`src/rtl/core/sptbl_pkg.sv`:
```
// shared types and constants of the sorted point table interpolator
package sptbl_pkg;

  localparam int KEY_W = 32;
  localparam int DAT_W = 32;
  localparam int NUM_W = 82;  // dividend width: 49-bit offset times 33-bit slope
  localparam int DEN_W = 34;

  localparam logic [1:0] MODE_INSERT = 2'd0;
  localparam logic [1:0] MODE_APPEND = 2'd1;
  localparam logic [1:0] MODE_QUERY  = 2'd2;
  localparam logic [1:0] MODE_CLEAR  = 2'd3;

  localparam logic [1:0] STAT_OK    = 2'd0;
  localparam logic [1:0] STAT_EMPTY = 2'd1;
  localparam logic [1:0] STAT_FULL  = 2'd2;

  localparam logic [1:0] CFG_X_SCALE = 2'd0;
  localparam logic [1:0] CFG_Y_SCALE = 2'd1;
  localparam logic [1:0] CFG_START_X = 2'd2;

  localparam logic signed [32:0] Q16_ONE = 33'sd65536;
  localparam logic [NUM_W-1:0] Q_LIMIT = NUM_W'(1) << 62;

  typedef struct packed {
    logic             go;
    logic [NUM_W-1:0] num;
    logic [DEN_W-1:0] den;
  } div_req_t;

  typedef struct packed {
    logic busy;
    logic done;
  } div_stat_t;

endpackage

```
`src/rtl/core/sptbl_div.sv`:
```
// shared restoring divider, one quotient bit per cycle
module sptbl_div (
  input  logic                           clk,
  input  logic                           rst_n,
  input  sptbl_pkg::div_req_t            req,
  output sptbl_pkg::div_stat_t           stat,
  output logic [sptbl_pkg::NUM_W-1:0]    quo
);

  localparam int NW = sptbl_pkg::NUM_W;
  localparam int DW = sptbl_pkg::DEN_W;
  localparam int CW = $clog2(NW + 1);

  logic [NW-1:0] num_r;
  logic [DW-1:0] den_r;
  logic [DW-1:0] rem_r;
  logic [CW-1:0] cnt_r;
  logic          busy_r;
  logic          done_r;

  logic [DW:0] rem_sh;
  logic [DW:0] rem_sub;
  logic        ge;

  assign rem_sh  = {rem_r, num_r[NW-1]};
  assign ge      = rem_sh >= {1'b0, den_r};
  assign rem_sub = rem_sh - {1'b0, den_r};

  always_ff @(posedge clk) begin
    if (!rst_n) begin
      busy_r <= 1'b0;
      done_r <= 1'b0;
      cnt_r  <= '0;
    end else if (req.go) begin
      num_r  <= req.num;
      den_r  <= req.den;
      rem_r  <= '0;
      cnt_r  <= CW'(NW);
      busy_r <= 1'b1;
      done_r <= 1'b0;
    end else if (busy_r) begin
      rem_r <= ge ? rem_sub[DW-1:0] : rem_sh[DW-1:0];
      num_r <= {num_r[NW-2:0], ge};
      cnt_r <= cnt_r - CW'(1);
      if (cnt_r == CW'(1)) begin
        busy_r <= 1'b0;
        done_r <= 1'b1;
      end
    end else begin
      done_r <= 1'b0;
    end
  end

  assign stat.busy = busy_r;
  assign stat.done = done_r;
  assign quo       = num_r;

endmodule

```
`config.mk`:
```
export PLATFORM = sky130hd
export DESIGN_NAME = sptbl_div
export DESIGN_NICKNAME = d
export VERILOG_FILES = /design/src/rtl/core/sptbl_pkg.sv /design/src/rtl/core/sptbl_div.sv
export SDC_FILE = /design/constraint.sdc
export NUM_CORES = 1
export LEC_CHECK = 0
export BUFFER_PORTS_ARGS = -buffer_cell sky130_fd_sc_hd__buf_2
export CAP_MARGIN = 10
export CELL_PAD_IN_SITES_DETAIL_PLACEMENT = 1
export CELL_PAD_IN_SITES_GLOBAL_PLACEMENT = 2
export CORE_MARGIN = 3
export CORE_UTILIZATION = 38
export CTS_CLUSTER_DIAMETER = 200
export CTS_CLUSTER_SIZE = 8
export DETAILED_ROUTE_END_ITERATION = 7
export PLACE_DENSITY_LB_ADDON = 0.08
export SLEW_MARGIN = 40
export SYNTH_ARGS = -nofsm -noshare
export SYNTH_HDL_FRONTEND = slang
export SYNTH_SLANG_ARGS = --single-unit
```
`constraint.sdc`:
```
create_clock -name clk -period 11.8 [get_ports clk]
set_clock_uncertainty 0.1 [all_clocks]
set_input_delay 2.36 -clock clk [delete_from_list [all_inputs] [get_ports clk]]
set_output_delay 2.36 -clock clk [all_outputs]
set_load 0.02 [all_outputs]
```
Yosys cells after proc, flatten, opt, wreduce, memory -nomap -nowiden
Cells that the tools add are included.

Bits in registers: 159. Bits of input ports: 119. Output and inout port bits: 84.

Add/sub/neg operators: 2. Order comparisons: 1. Eq/ne operators: 1. Multiplexer cells: 9. Bitwise operators: 2. Reductions and logical operators: 5.

Operators by type and width (count): two-way mux 82 bit (2); two-way mux 34 bit (2); >= comparator 35 x 34 -> 1 bit (1); subtractor 34 bit (1); two-way mux 7 bit (2); == test 7 x 1 -> 1 bit, second input constant (1); subtractor 7 x 1 -> 7 bit, second input constant (1); AND reduction 2 bit (2); two-way mux 1 bit (3); OR reduction 3 bit (1); inverter 1 bit (2); nonzero test 2 bit (1); OR reduction 2 bit (1).

Logic depth before layout (Yosys ltp)
Depth in word-level cells: 4. Gate-level depth with buffers: 13. Mapped depth without buffers: 12.

Worst setup path before layout
OpenSTA, ideal clock, no wires.

Path type: input-to-reg. Start point: in req[116] (netlist name). End point: reg busy_r. Library setup time: 70 ps. Arrival time: 5705 ps. Required time: 11630 ps. Slack: 5925 ps. Stages on the path: 3. Path buffers: 1. Cells stage by stage: clkbuf_1 > o21a_1 > o41a_1.

Word-level cells in the longest chain between the ends: 1.

RTL lines: start: declaration (line sptbl_div.sv:5) `input sptbl_pkg::div_req_t req,`; two-way mux 1 bit (line sptbl_div.sv:34) `end else if (req.go) begin`; end signal: assignment (line sptbl_div.sv:31) `busy_r <= 1'b0;`; end signal: assignment (line sptbl_div.sv:39) `busy_r <= 1'b1;`; end signal: assignment (line sptbl_div.sv:46) `busy_r <= 1'b0;`; end: declaration (line sptbl_div.sv:18) `logic busy_r;`.

No other way between the ends. A chain may end at the register's enable or synchronous reset.

Worst setup path in the final report
Start point: in req[116] (netlist name). End point: reg num_r[54], in the netlist quo[54] (enable).

Word-level cells in the longest chain between the ends: 2.

RTL lines: nonzero test 2 bit (no source line); AND reduction 2 bit (no source line); end signal: assignment (line sptbl_div.sv:35) `num_r <= req.num;`; end signal: assignment (line sptbl_div.sv:43) `num_r <= {num_r[NW-2:0], ge};`; end: declaration (line sptbl_div.sv:14) `logic [NW-1:0] num_r;`.

No other way between the ends.

==> results.json <==
{
  "placed_area_um2": 9720,
  "power.density_cell_area_nw_per_um2": 156,
  "synthDistinctLibCells": 66,
  "worstPathRequired_ns": 11.76,
  "power_leakage_nw": 4.23,
  "final_slew_viol_count": 0,
  "timing.critical_path.to_type": "register",
  "overflow": 0,
  "cts_made_buffers": 17,
  "worst_skew_late_latency_ns": 0.43,
  "drc_errors": 0,
  "postSynth.asyncResetShare_pct": 0,
  "std_cell_rows": 54,
  "achievable-frequency_mhz": 242,
  "cp_data_arrival_time_ns": 4.08,
  "grt_pass1_wl_um": 37300,
  "run_status": "completed",
  "yosysTopAreaCell": "edfxtp_1",
  "final_hold_viol_count": 0,
  "syn-cell-area_um2": 8480,
  "synth-main-ff-cell": "edfxtp_1",
  "initialDrtViolationCount": 260,
  "hold_path.startpoint": "done_r",
  "final_period_minus_worst_setup_slack_ns": 4.13,
  "design.portCount": 203,
  "critical_path.reg2reg.startpoint": "rem_r[9]",
  "drv_cap": 0,
  "num_vias": 6157,
  "worst_slew_pin_tran_ns": 0.804,
  "design.final.nets": 1029,
  "overall_die_area_um2": 24100,
  "mapped_nets": 838,
  "cts_root_buf": "clkbuf_16",
  "worstSetupStartpointType": "input pin",
  "setup_repair_after_global_routing_missed_its_margin": "no",
  "slew_headroom_pct": 46.4,
  "avgSynthCellArea_um2": 12.4,
  "fin_crit_sh_pct": 35.0,
  "critical_path_origin": "req[116]",
  "die_ht_um": 155,
  "post-cts-setup-buffers": 0,
  "post_drt_via_cell_ratio": 5.28,
  "largest_net_degree_at_the_start_of_global_routing": 83,
  "antenna_left": 0,
  "worstSetupPathType": "in2reg",
  "holdBufCountCts": 0,
  "core_area_um2": 21900,
  "timing.hold.worst.class": "reg2reg",
  "groute.usage.overall_pct": 19.6,
  "final_wirelength_um": 23500,
  "post_synth_inst_count": 682,
  "drt_pre_antenna_iters": 4,
  "synth_area_leaders": "edfxtp_1, mux2_2, ha_1, mux2i_1, a21oi_1",
  "clock-sinks": 159,
  "crit_path_max_fanout": 82,
  "post-route-cell-area_um2": 10300,
  "post_cts_resize_count": 0,
  "synth_seq_area_share_pct": 55.2,
  "area_share_of_the_largest_cell_type_after_synthesis_pct": 53.1,
  "die_x_um": 155,
  "drive_gt1_share_pct": 37.6,
  "clk_pin_slew_worst_paths_ns": 0.07,
  "yosysWarningCount": 0,
  "portBuffers": 202,
  "routedWlPerCell_um": 20.1,
  "cts_tree": "yes",
  "antenna_found_initial": 8,
  "worst_slack_ns": 7.67,
  "buffers_from_clock_root_to_sink_at_most": 2,
  "gpl.final_weighted_congestion": 0.843,
  "hpwl_um": 17300,
  "cts.htree.levels": 4,
  "first_global_vias": 6769,
  "register_bit_count_reported_by_yosys": 159,
  "tns_ns": 0,
  "placement_setup_slack_ns": 7.22,
  "synthToLayoutAreaGrowth_pct": 21.1,
  "number_of_enable_type_register_cells_in_the_synthesized_netlist": 150,
  "vdd.ir_drop.worst_mv": 0.0804,
  "floorplan.initialDensity_pct": 38.7,
  "setup_viol": 0
}
## power by group
group          internal (mW)  switching [mW]  total [mW]
clock network          0.277           0.256       0.533
registers              0.675          0.0229       0.698
logic                  0.153           0.219       0.372
total                   1.11           0.498        1.60
## path summary, 6_finish.rpt
check                                 end  slack [ns]  cells past startpoint
worst max-delay path              quo[54]        7.67                      3
worst min-delay path               done_r        0.44                      1
worst max register to register  rem_r[22]        8.33                      9
worst min register to register     done_r        0.44                      1
## critical path, stage by stage
cell and delay [ns]:
buf_4 0.37, o21a_4 0.55, buf_6 0.64
## cell type report
cell class | count | area, um2
inverter | 44 | 165
antenna | 1 | 2.50
multi-input combinational | 447 | 3480
clock buffer | 18 | 429
tap | 280 | 350
clock inverter | 14 | 125
sequential | 159 | 4680
timing repair buffer | 204 | 1040
fill | 2371 | 11600
## synthesized netlist by cell type, types with 2 or more instances
cell / instances
xnor2_1: 17
a21oi_1: 36
nand3b_1: 4
dfxtp_1: 9
a21oi_2: 3
o21a_1: 9
o22ai_1: 6
a21o_1: 10
a21boi_0: 4
mux2i_1: 19
and3_1: 5
buf_6: 3
o21ai_0: 12
edfxtp_1: 150
ha_1: 36
clkbuf_1: 19
o41ai_1: 2
a211oi_1: 11
nand3_1: 8
and2_1: 5
o21bai_1: 4
o21ai_1: 4
nand4_1: 6
nor3_1: 7
nor4_1: 2
o21ai_2: 2
nand2_1: 46
nand2b_1: 5
inv_1: 44
nor2_1: 45
o31ai_1: 2
a31oi_1: 7
buf_2: 5
xor2_1: 16
o211ai_1: 5
buf_4: 3
mux2_2: 82
## routing by layer
metal	part of all wire [%]	wire length, um	track usage (%)
met1	42	9780	24.5
met2	48	11400	31.9
met3	8.8	2070	8.71
met4	0.72	168	3.63
met5	0.39	92	0
## flip-flops by register name, indices dropped and copies added (netlist names)
| signal | flops |
|---|---|
| quo | 82 |
| den_r | 34 |
| rem_r | 34 |
| cnt_r | 7 |
| busy_r | 1 |
| done_r | 1 |
## kinds of logic (layout without fill, tap and decap cells)
group / count (synthesis) / in the layout / synth area share [%]
AO/OA/AOI/OAI: 133 / 133 / 10.8
XOR/XNOR: 33 / 33 / 3.41
adder cells (fa/ha/maj): 37 / 37 / 5.55
buffers and inverters: 76 / 280 / 3.97
flip-flops: 159 / 159 / 55.2
multiplexers: 101 / 101 / 13.1
other: 0 / 1 / 0
AND/OR/NAND/NOR: 143 / 143 / 7.95
## cells in the final DEF (no fill, tap or decap), types with 9 or more instances in the layout
| master | n |
|---|---|
| nor2_1 | 45 |
| mux2i_1 | 19 |
| buf_2 | 201 |
| o21ai_0 | 12 |
| ha_1 | 36 |
| a211oi_1 | 11 |
| nand2_1 | 46 |
| edfxtp_1 | 150 |
| mux2_2 | 82 |
| xnor2_1 | 17 |
| inv_1 | 44 |
| xor2_1 | 16 |
| dfxtp_1 | 9 |
| a21o_1 | 10 |
| clkbuf_16 | 17 |
| a21oi_1 | 36 |
## stage by stage
stage | utilization (%) | cells | total power [mW] | hold WS [ns]
2_1_floorplan | - | 682 | 0.978 | 0.407
3_5_place_dp | 44.4 | 1134 | 1.08 | 0.428
6_report | 46.9 | 1167 | 1.60 | 0.442
3_3_place_gp | 44.3 | 1134 | 1.07 | 0.423
4_1_cts | 46.9 | 1166 | 1.62 | 0.444
5_1_grt | 46.9 | 1167 | 1.69 | 0.467
Power figures use the tool's default switching activity.
